<file path="src/rtl/brc_pkg.sv">
// brc_pkg: types and constants shared by the byte recurrence checksum block
// no dependencies
`timescale 1ns / 1ps

package brc_pkg;

    typedef logic [15:0] t_term;
    typedef logic [7:0]  t_byte;

    localparam int unsigned TermW = 16;

    // modulus of the recurrence, and the first-byte offset
    localparam logic [15:0] CK_MOD       = 16'd65535;
    localparam logic [7:0]  CK_FIRST_ADD = 8'd7;

    // per-position coefficient steps, taken mod 256
    localparam logic [7:0]  CK_ALPHA_STEP = 8'd17;
    localparam logic [7:0]  CK_BETA_STEP  = 8'd31;

    // 256 * modulus, added so the difference never goes negative
    localparam logic [25:0] CK_BIAS = 26'd16776960;

    localparam t_term TERM_EARLIER_INIT = 16'd1;
    localparam t_term TERM_CURRENT_INIT = 16'd0;

endpackage

</file>
<file path="src/rtl/byte_recurrence_checksum.sv">
// byte_recurrence_checksum: streaming 16-bit second-order recurrence checksum
// depends on brc_pkg for term types and recurrence constants
`timescale 1ns / 1ps

// Usage:
//   Input channel (i_in_valid / o_in_ready) carries one message byte per
//   request, i_data_byte plus i_last_byte marking the final byte.
//   Output channel (o_out_valid / i_out_ready) carries o_checksum, one request
//   per message, issued for the byte flagged last.
//   Throughput: one byte per cycle, unless a last byte waits on a stalled
//   receiver. The limit is the term recurrence, whose two small products,
//   bias subtract and mod-65535 fold close combinationally on the term
//   registers. An accepted byte goes to the input register and is processed
//   from there; for a last byte the checksum is registered and shown on o_out_valid.
//   The input register and the output register are separate stages, so a
//   byte without a result keeps flowing while a checksum waits on a stalled
//   receiver; only a last byte waits for the output register to free up.
//   Reset (synchronous, active low) empties both stages and starts a new
//   message; the block takes bytes in the first cycle after reset.
module byte_recurrence_checksum (
    input  logic        i_clk,
    input  logic        i_rst_n,
    input  logic        i_in_valid,
    output logic        o_in_ready,
    input  logic [7:0]  i_data_byte,
    input  logic        i_last_byte,
    output logic        o_out_valid,
    input  logic        i_out_ready,
    output logic [15:0] o_checksum
);

    // input stage
    logic              r_in_valid;
    brc_pkg::t_byte    r_in_byte;
    logic              r_in_last;

    // recurrence state
    logic              r_start;
    brc_pkg::t_term    r_earlier;
    brc_pkg::t_term    r_current;
    logic [7:0]        r_alpha;
    logic [7:0]        r_beta;

    // output stage
    logic              r_out_valid;
    brc_pkg::t_term    r_checksum;

    logic              s1_go;
    logic [8:0]        coef;
    logic [24:0]       plus;
    logic [23:0]       minus;
    logic              neg;
    logic [25:0]       biased;
    logic [16:0]       folded;
    logic [16:0]       reduced;
    brc_pkg::t_term    step_term;
    brc_pkg::t_term    n_current;

    // a byte with no result never waits on the output register
    assign s1_go      = r_in_valid && (!r_in_last || !r_out_valid || i_out_ready);
    assign o_in_ready = !r_in_valid || s1_go;

    always_comb begin
        coef    = {1'b0, r_in_byte} + {1'b0, r_alpha};
        plus    = 25'(coef * r_current);
        minus   = 24'(r_beta * r_earlier);
        neg     = {1'b0, minus} > plus;
        // a negative difference wraps to (1 - deficit), hence the extra one
        biased  = {1'b0, plus} + brc_pkg::CK_BIAS - {2'b00, minus} + {25'd0, neg};
        folded  = {7'd0, biased[25:16]} + {1'b0, biased[15:0]};
        reduced = (folded >= {1'b0, brc_pkg::CK_MOD}) ?
                  folded - {1'b0, brc_pkg::CK_MOD} : folded;
        step_term = reduced[brc_pkg::TermW-1:0];
        n_current = r_start ? {8'd0, r_in_byte} + {8'd0, brc_pkg::CK_FIRST_ADD}
                            : step_term;
    end

    always_ff @(posedge i_clk) begin
        if (!i_rst_n) begin
            r_in_valid <= 1'b0;
        end else if (o_in_ready) begin
            r_in_valid <= i_in_valid;
        end
        if (o_in_ready) begin
            r_in_byte <= i_data_byte;
            r_in_last <= i_last_byte;
        end
    end

    always_ff @(posedge i_clk) begin
        if (!i_rst_n) begin
            r_start   <= 1'b1;
            r_earlier <= brc_pkg::TERM_EARLIER_INIT;
            r_current <= brc_pkg::TERM_CURRENT_INIT;
            r_alpha   <= 8'd0;
            r_beta    <= 8'd0;
        end else if (s1_go) begin
            if (r_in_last) begin
                r_start   <= 1'b1;
                r_earlier <= brc_pkg::TERM_EARLIER_INIT;
                r_current <= brc_pkg::TERM_CURRENT_INIT;
                r_alpha   <= 8'd0;
                r_beta    <= 8'd0;
            end else begin
                r_start   <= 1'b0;
                r_earlier <= r_start ? brc_pkg::TERM_EARLIER_INIT : r_current;
                r_current <= n_current;
                // coefficients for the next position
                r_alpha   <= r_start ? brc_pkg::CK_ALPHA_STEP
                                     : r_alpha + brc_pkg::CK_ALPHA_STEP;
                r_beta    <= r_start ? brc_pkg::CK_BETA_STEP
                                     : r_beta + brc_pkg::CK_BETA_STEP;
            end
        end
    end

    always_ff @(posedge i_clk) begin
        if (!i_rst_n) begin
            r_out_valid <= 1'b0;
        end else if (s1_go && r_in_last) begin
            r_out_valid <= 1'b1;
        end else if (i_out_ready) begin
            r_out_valid <= 1'b0;
        end
        if (s1_go && r_in_last) begin
            r_checksum <= n_current;
        end
    end

    assign o_out_valid = r_out_valid;
    assign o_checksum  = r_checksum;

    a_checksum_range: assert property (@(posedge i_clk) disable iff (!i_rst_n)
        o_out_valid |-> o_checksum != brc_pkg::CK_MOD)
        else $error("checksum outside residue range");

    a_term_range: assert property (@(posedge i_clk) disable iff (!i_rst_n)
        !r_start |-> r_current != brc_pkg::CK_MOD)
        else $error("recurrence term outside residue range");

    a_last_gives_result: assert property (@(posedge i_clk) disable iff (!i_rst_n)
        s1_go && r_in_last |=> o_out_valid)
        else $error("last byte processed without a checksum");

    a_last_restarts: assert property (@(posedge i_clk) disable iff (!i_rst_n)
        s1_go && r_in_last |=> r_start && r_earlier == brc_pkg::TERM_EARLIER_INIT)
        else $error("message state not restarted after last byte");

endmodule
</file>
<file path="config.mk">
export PLATFORM = sky130hd
export DESIGN_NAME = byte_recurrence_checksum
export DESIGN_NICKNAME = d
export VERILOG_FILES = /design/src/rtl/brc_pkg.sv /design/src/rtl/byte_recurrence_checksum.sv
export SDC_FILE = /design/constraint.sdc
export NUM_CORES = 1
export LEC_CHECK = 0
export ABC_CLOCK_PERIOD_IN_PS = 21300
export CAP_MARGIN = 10
export CORE_MARGIN = 2
export CORE_UTILIZATION = 65
export CTS_BUF_LIST = sky130_fd_sc_hd__clkbuf_16
export CTS_CLUSTER_DIAMETER = 30
export DETAILED_ROUTE_END_ITERATION = 6
export DONT_BUFFER_PORTS = 1
export PLACE_DENSITY = 0.83
export SLEW_MARGIN = 5
export SYNTH_ARGS = -nofsm -noshare
export SYNTH_HDL_FRONTEND = slang
export SYNTH_SLANG_ARGS = --single-unit
</file>
<file path="constraint.sdc">
create_clock -name i_clk -period 21.3 [get_ports i_clk]
set_clock_uncertainty 0.1 [all_clocks]
set_input_delay 4.26 -clock i_clk [delete_from_list [all_inputs] [get_ports i_clk]]
set_output_delay 4.26 -clock i_clk [all_outputs]
set_load 0.02 [all_outputs]
</file>
==> flow_metrics.tcl, run 1 <==
set metrics [dict create \
    status "finished clean" \
    yosysMostFrequentCell "inv_1" \
    synth_area_per_cell_sq_um 8.40 \
    die_y_um 157 \
    wirelength_um 38100 \
    synth.distinct_cells 83 \
    finalHoldWorstSlack_ns 0.448 \
    clock_sinks 76 \
    clockBufferDepth 2 \
    place.gp.congestion 0.984 \
    end_kind "flop" \
    vias 12459 \
    diodes 0 \
    portBuffers 0 \
    cts_resized 0 \
    maxSlewHeadroom_pct 15.6 \
    synth_edf_count 25 \
    fmax_mhz 69.2 \
    finalCritPeriodShare_pct 67.9 \
    drv_cap 0 \
    critPathSlowestCell "xor2_1" \
    hold_viol_final 0 \
    numCtsBuffers 9 \
    vias_per_cell 5.98 \
    cts_hold_buffers 0 \
    overflow 0 \
    grt_pass1_vias 12415 \
    root_buffer "clkbuf_16" \
    tns_ns 0 \
    nets 2142 \
    pin_count 31 \
    first_pass_iters 6 \
    drive_above_1_share_pct 2.95 \
    grt_max_degree 32 \
    drc 0 \
    fp-row-count 56 \
    hold_class "flop to flop" \
    synth_ff_type "dfxtp_1" \
    synth_top_area_share_pct 25.1 \
    async_reset_ff_share_pct 0 \
    routedWlPerCell_um 18.3 \
    tightestPinTransition_ns 1.26 \
    synthCells 1814 \
    die_area_sq_um 24700 \
    clk_latency_ns 0.36 \
    setup_viol 0 \
    area_growth_pct 3.25 \
    max_stage_delay_ns 0.83 \
    cts_tree "done" \
    fp.dieW_um 157 \
    grt_usage_pct 32.3 \
    syn-num-nets 2197 \
    postCtsSetupBuffers 0 \
    dp_hpwl_um 31200 \
    ys_ff_latch 76 \
    synth-seq-area-share_pct 11.6 \
    crit_type "flop to flop" \
    floorplan.initialDensity_pct 65.5 \
    antenna_left 0 \
    yosysTopAreaCell "fa_1" \
    rsz0062_at_grt "false" \
    netlist_area_sq_um 15200 \
    synth_warnings 0 \
    cts.clk_slew.worst_paths_ns 0.07 \
    netlist_top_cells_count "inv_1, nand2_1, fa_1, ha_1, and2_1" \
    period_needed_ns 14.45 \
    startpoint_type "flop" \
    drt_iter0_markers 1007 \
    core_sq_um 23300 \
    cp.arrival_ns 14.47 \
    maxSlewViolCount 0 \
    cp_max_fo 16 \
    cp.required_ns 21.31 \
    grt_pass1_wl_um 62400 \
    finalCoreUtilization_pct 67.6 \
    grt_antenna_before_repair 0 \
    cts_max_level 3 \
    yosys-top-cells-area "fa_1, ha_1, inv_1, dfxtp_1, and2_1" \
]
## layout by cell type (no fill, tap or decap), drive strengths merged, types with 9 or more instances in the layout
cell,instances
nand4,10
ha,179
nor3,21
nand2b,31
nand3,22
nand2,211
nor2b,19
dfxtp,51
xnor2,54
o21a,20
inv,295
nor2,65
a31oi,10
edfxtp,25
a21o,33
o21bai,11
clkbuf,9
fa,191
a211oi,18
and2,147
a21oi,95
and3,19
o21ai,69
xor2,34
## sequential cells by signal, summed over array words and instances, names as in the netlist
register / count
r_in_last: 1
r_start: 1
r_in_valid: 1
r_beta: 8
o_out_valid: 1
o_checksum: 16
r_current: 16
r_alpha: 8
r_earlier: 16
r_in_byte: 8
## metrics by stage
stage                     instance area (sq um)  cells  setup WS (ns)
after global routing                      15700   2083           5.84
final                                     15700   2083           6.85
after detailed placement                  15400   2066           7.10
after global placement                    15400   2066           7.65
after floorplan                           15200   1814           8.77
after CTS                                 15700   2082           6.98
## worst max-delay path: cells and delay by family, from the launching register on
kind / cells / cell delay [ns]
AO/OA/AOI/OAI: 26 / 5.82
flip-flops: 1 / 0.42
XOR/XNOR: 3 / 1.14
buffers and inverters: 6 / 0.40
adder cells (fa/ha/maj): 11 / 4.08
AND/OR/NAND/NOR: 11 / 2.24
## worst paths after layout
kind	to	startpoint	cells after the start	slack, ns
min	r_alpha[0]$_SDFFE_PN0P_	r_alpha[0]$_SDFFE_PN0P_	2	0.45
max	o_checksum[7]$_DFFE_PP_	r_in_byte[0]$_DFFE_PP_	57	6.85
max reg2reg	o_checksum[7]$_DFFE_PP_	r_in_byte[0]$_DFFE_PP_	57	6.85
min reg2reg	r_alpha[0]$_SDFFE_PN0P_	r_alpha[0]$_SDFFE_PN0P_	2	0.45
## layer usage
layer	track usage (%)	routed length, um	vias up
li1	-	-	5782
met1	42.0	15300	6099
met2	55.8	18900	485
met3	4.16	2780	93
met4	11.0	1200	0
met5	0	0	-
## logic make-up after synthesis
group                    share of synthesized area, %
buffers and inverters                            9.00
AND/OR/NAND/NOR                                  19.5
XOR/XNOR                                         5.06
multiplexers                                    0.410
flip-flops                                       11.6
adder cells (fa/ha/maj)                          39.8
AO/OA/AOI/OAI                                    14.7
## area by class of cell
type / count / area [sq um]
multi-input cells: 1375 / 12100
fillers: 1942 / 7530
flip-flops and latches: 76 / 1770
inverters: 291 / 1090
well taps: 319 / 399
clock buffers: 9 / 225
clock inverters: 7 / 105
repair buffers: 6 / 45.0
Power of run 1 is left out: the tool's default activity adds up to more than one toggle a clock period on the data nets, which glitch-free logic cannot reach.
==> run 2, diff against run 1 <==
--- a/config.mk
+++ b/config.mk
@@ -5,7 +5,8 @@
 export SDC_FILE = /design/constraint.sdc
 export NUM_CORES = 1
 export LEC_CHECK = 0
-export ABC_CLOCK_PERIOD_IN_PS = 21300
+export ABC_AREA = 1
+export ABC_CLOCK_PERIOD_IN_PS = 13500
 export CAP_MARGIN = 10
 export CORE_MARGIN = 2
 export CORE_UTILIZATION = 65
==> constraint.sdc (replaced) <==
create_clock -name i_clk -period 13.5 [get_ports i_clk]
set_clock_uncertainty 0.1 [all_clocks]
set_input_delay 2.7 -clock i_clk [delete_from_list [all_inputs] [get_ports i_clk]]
set_output_delay 2.7 -clock i_clk [all_outputs]
set_load 0.02 [all_outputs]
==> run 2 against run 1 <==
Compared with the run above:
- the run now ends with design-rule violations left
- die area down 0.86%
- synthesized cell count up 13%
- count of clock-buffer cells in the layout unchanged
- sequential share of layout area up 0.066 points
- utilization up 1.2 points
- setup slack worse by 5.8 ns
- global-route usage up 0.70 points
- area after synthesis down 0.88%
- via count up 4.0%
- critical path type unchanged
==> flow_metrics.tcl, run 2 <==
set metrics [dict create \
    grt_max_degree 37 \
    min-delay-start "r_alpha[7]$_SDFFE_PN0P_" \
    finalCritPeriodShare_pct 92.5 \
    power_mw 3.29 \
    layout_setup_ws_ns 1.01 \
    crit_start "r_in_byte[2]$_DFFE_PP_" \
    syn-num-nets 2430 \
    max_stage_delay_ns 0.58 \
    fmax_mhz 80.1 \
    routedWlPerCell_um 16.9 \
    core_sq_um 22700 \
    leakage_nw 8.79 \
    synth_top_area_share_pct 25.3 \
    cts_tree "done" \
    synthCells 2047 \
    status "complete, but fails checks" \
    async_reset_ff_share_pct 0 \
    cp.arrival_ns 12.46 \
    final_cell_mix "nand2_1, inv_1, fa_1" \
    violations "design-rule violations" \
    clk_latency_ns 0.35 \
    synth_area_per_cell_sq_um 7.38 \
    finalHoldWorstSlack_ns 0.391 \
    power.density_nw_per_um2 210 \
    yosysMostFrequentCell "nand2_1" \
    yosysTopAreaCell "fa_1" \
    r2r-start "r_in_byte[2]$_DFFE_PP_" \
    synth-seq-area-share_pct 11.7 \
    drive_above_1_share_pct 5.61 \
    netlist_top_cells_count "nand2_1, inv_1, fa_1, ha_1, nor2_1" \
    nets 2392 \
    overflow 0 \
    fp-row-count 55 \
    floorplan.initialDensity_pct 66.5 \
    ys_ff_latch 76 \
    placed_cell_area_sq_um 15300 \
    grt_antenna_before_repair 0 \
    ir_drop_mv 0.321 \
    setup_viol 0 \
    drt_iter0_markers 942 \
    design_area_sq_um 15600 \
    end_kind "flop" \
    critPathBufInv 5 \
    place_inst 2278 \
    synth.distinct_cells 53 \
    critPathSlowestCell "fa_1" \
    maxSlewViolCount 0 \
    netlist_area_sq_um 15100 \
    numCtsBuffers 9 \
    root_buffer "clkbuf_16" \
    pin_count 31 \
    cp_max_fo 14 \
    synth_warnings 0 \
    fp.dieW_um 156 \
    grt_pass1_wl_um 63200 \
    area_growth_pct 3.56 \
    cp.required_ns 13.47 \
    maxSlewHeadroom_pct 33.6 \
    crit_family "simple AND/OR/NAND/NOR gates" \
    cts_max_level 3 \
    stdcell_count 2299 \
    vias 12954 \
    cts.clk_slew.worst_paths_ns 0.07 \
    portBuffers 0 \
    period_needed_ns 12.49 \
    layout_commonest_cell "nand2_1" \
    hold_viol_final 0 \
    antenna_left 0 \
    drc 2 \
    drv_cap 0 \
    yosys-top-cells-area "fa_1, ha_1, nand2_1, inv_1, dfxtp_1" \
    die_area_sq_um 24500 \
    hold_class "flop to flop" \
    clock_sinks 76 \
    dp_hpwl_um 32100 \
    synth_ff_type "dfxtp_1" \
    diodes 0 \
    grt_pass1_vias 12658 \
    die_y_um 156 \
    tightestPinTransition_ns 0.989 \
    synth_edf_count 25 \
    crit_top_cell "nand2_1" \
    cts_hold_buffers 0 \
    grt_usage_pct 33.0 \
    clockBufferDepth 2 \
    crit_type "flop to flop" \
    startpoint_type "flop" \
    place.gp.congestion 1.04 \
    place_ws_ns 0.500 \
    first_pass_iters 7 \
    vias_per_cell 5.63 \
    wirelength_um 38800 \
]
run 2: worst min-delay path: stages, from the launching register on:
cell     delay, ns
dfxtp_1       0.33
inv_1         0.07
a21oi_1       0.05
run 2: path summary, 6_finish.rpt:
kind              depth (start not counted)                        to  slack (ns)
hold / removal                            2   r_alpha[7]$_SDFFE_PN0P_        0.39
setup / recovery                         75  o_checksum[10]$_DFFE_PP_        1.01
hold reg to reg                           2   r_alpha[7]$_SDFFE_PN0P_        0.39
setup reg to reg                         75  o_checksum[10]$_DFFE_PP_        1.01
run 2: where the power goes:
part | switching (mW) | internal [mW] | leakage, nW
combinational | 1.82 | 0.934 | 7.99
sequential | 0.0374 | 0.260 | 0.659
clock | 0.111 | 0.128 | 0.135
run 2: layer usage:
layer	global-route usage, %	up-vias	routed length, um
li1	-	6107	-
met1	44.4	6201	15700
met2	56.0	561	18900
met3	3.32	85	3050
met4	11.1	0	1170
met5	0	-	0
run 2: kinds of logic after synthesis:
family	share of synthesized area [%]
flip-flops	11.7
AND/OR/NAND/NOR	22.4
XOR/XNOR	4.63
AO/OA/AOI/OAI	7.82
buffers and inverters	13.3
adder cells (fa/ha/maj)	40.1
run 2: timing repair:
item / 4_1_cts / 5_1_grt
setup endpoints to repair: 0 / 32
resized for setup: 0 / 16
buffers inserted: 0 / 5
run 2: layout make-up:
cell class	count	area, sq um
clock inverters	7	57.6
clock buffers	9	225
multi-input cells	1442	11400
fillers	1873	7060
flip-flops and latches	76	1770
inverters	469	1760
repair buffers	11	82.6
well taps	285	357
run 2: metrics by stage:
step,TNS [ns],utilization (%)
final,0,68.9
after global routing,-0.0465,68.9
after CTS,0,68.4
after detailed placement,0,67.2
after global placement,0,67.2
after floorplan,0,-
(Power assumes the default switching activity.)
==> run 3, diff against run 2 <==
--- a/config.mk
+++ b/config.mk
@@ -5,7 +5,6 @@
 export SDC_FILE = /design/constraint.sdc
 export NUM_CORES = 1
 export LEC_CHECK = 0
-export ABC_AREA = 1
 export ABC_CLOCK_PERIOD_IN_PS = 13500
 export CAP_MARGIN = 10
 export CORE_MARGIN = 2
@@ -15,6 +14,7 @@
 export DETAILED_ROUTE_END_ITERATION = 6
 export DONT_BUFFER_PORTS = 1
 export PLACE_DENSITY = 0.83
+export SKIP_CTS_REPAIR_TIMING = 1
 export SLEW_MARGIN = 5
 export SYNTH_ARGS = -nofsm -noshare
 export SYNTH_HDL_FRONTEND = slang
==> run 3 against run 2 <==
Compared with the run above:
- the run now ends clean
- setup slack got worse by 0.70 ns
- final area rose by 3.3%
- critical path type unchanged
- global-route usage fell by 0.16 points
- largest cell class unchanged
- sequential cell count did not move
- non-clock buffer count rose by 21
==> flow_metrics.tcl, run 3 (synthesis results as in run 1) <==
set metrics [dict create \
    cts.clk_slew.worst_paths_ns 0.07 \
    grt_max_degree 27 \
    finalCritPeriodShare_pct 97.7 \
    diodes 0 \
    hold_viol_final 0 \
    clockBufferDepth 2 \
    vias_per_cell 6.04 \
    min-delay-start "r_alpha[0]$_SDFFE_PN0P_" \
    hold_class "flop to flop" \
    antenna_left 0 \
    floorplan.initialDensity_pct 65.5 \
    min_to "r_alpha[0]$_SDFFE_PN0P_" \
    r2r-end "o_checksum[8]$_DFFE_PP_" \
    r2r-start "r_in_byte[0]$_DFFE_PP_" \
    dp_hpwl_um 31500 \
    crit_type "flop to flop" \
    clock_sinks 76 \
    routedWlPerCell_um 18.8 \
    die_area_sq_um 24700 \
    drt_iter0_markers 979 \
    startpoint_type "flop" \
    multiInputGateArea_sq_um 12400 \
    area_growth_pct 6.06 \
    place_ws_ns 0.00934 \
    drive_above_1_share_pct 6.54 \
    root_buffer "clkbuf_16" \
    layout_setup_ws_ns 0.315 \
    maxSlewViolCount 0 \
    drv_cap 0 \
    fp-row-count 56 \
    grt_pass1_vias 12947 \
    grt_antenna_before_repair 0 \
    ff_latch_area_sq_um 1770 \
    overflow 0 \
    setup_viol 0 \
    max_stage_delay_ns 0.55 \
    vias 12729 \
    min_path_cells 2 \
    end_kind "flop" \
    fillCellCount 1816 \
    pin_count 31 \
    r2r_slack_ns 0.32 \
    grt_usage_pct 32.8 \
    cts_tree "done" \
    fmax_mhz 75.8 \
    cts_max_level 3 \
    first_pass_iters 6 \
    cp.arrival_ns 13.20 \
    numCtsBuffers 9 \
    wirelength_um 39600 \
    drc 0 \
    final_cell_mix "inv_1, nand2_1, fa_1" \
    cp_max_fo 11 \
    layout_commonest_cell "inv_1" \
    clk_latency_ns 0.36 \
    tightestPinTransition_ns 0.953 \
    period_needed_ns 13.18 \
    maxSlewHeadroom_pct 36.4 \
    fp.dieW_um 157 \
    cp.required_ns 13.52 \
    nets 2168 \
    critPathSlowestCell "fa_1" \
    portBuffers 0 \
    core_sq_um 23300 \
    grt_pass1_wl_um 63700 \
    place.gp.congestion 1.01 \
    die_y_um 157 \
    worst_r2r_path_depth 58 \
    status "finished clean" \
]
run 3: cell types whose count changed in the layout (fill, tap and decap cells not counted), moves of 19 or more:
cell / change
nand2_1: -284
inv_1: -169
and2_1: +142
nor2_1: -81
nand3_1: -43
nand2b_1: +31
xnor2_1: +30
a21o_1: +27
buf_4: +21
nand2_2: -19
run 3: worst max path at each step:
stage	start	to	slack, ns	cells after the start
final	r_in_byte[0]$_DFFE_PP_	o_checksum[8]$_DFFE_PP_	0.32	58
after global routing	r_in_byte[0]$_DFFE_PP_	o_checksum[8]$_DFFE_PP_	-0.18	58
after CTS	r_alpha[0]$_SDFFE_PN0P_	o_checksum[1]$_DFFE_PP_	-0.08	57
after detailed placement	r_alpha[0]$_SDFFE_PN0P_	o_checksum[1]$_DFFE_PP_	0.009	57
after global placement	r_alpha[0]$_SDFFE_PN0P_	o_checksum[6]$_DFFE_PP_	0.46	56
after floorplan	r_alpha[0]$_SDFFE_PN0P_	o_checksum[1]$_DFFE_PP_	0.97	59
run 3: worst max-delay path: cells and delay by family (launching register included):
family / cells / cell delay (ns)
adder cells (fa/ha/maj): 12 / 4.41
multiplexers: 1 / 0.30
AND/OR/NAND/NOR: 10 / 1.87
buffers and inverters: 8 / 0.82
flip-flops: 1 / 0.46
XOR/XNOR: 2 / 0.61
AO/OA/AOI/OAI: 25 / 4.35
run 3: through the flow:
stage | util, % | hold slack, ns | area, sq um | cells | setup TNS [ns]
finish | 69.5 | 0.408 | 16200 | 2109 | 0
global route | 69.5 | 0.435 | 16200 | 2109 | -1.35
CTS | 68.0 | 0.436 | 15800 | 2098 | -0.335
detailed placement | 66.7 | 0.425 | 15500 | 2082 | 0
global placement | 66.7 | 0.403 | 15500 | 2082 | 0
floorplan | - | 0.342 | 15200 | 1814 | 0
run 3: routing by layer:
layer	track usage [%]	up-vias	part of all wire (%)
li1	-	5833	-
met2	56.9	553	49
met5	0	-	0
met3	4.63	122	7.4
met4	12.4	0	3.5
met1	41.8	6221	40
run 3: cell type report:
type,instances,share of cell area (%)
inverters,291,6.76
clock buffers,9,1.39
well taps,319,2.47
multi-input cells,1375,76.5
flip-flops and latches,76,11.0
clock inverters,7,0.457
repair buffers,32,1.49
Power of run 3 is left out for the same reason.
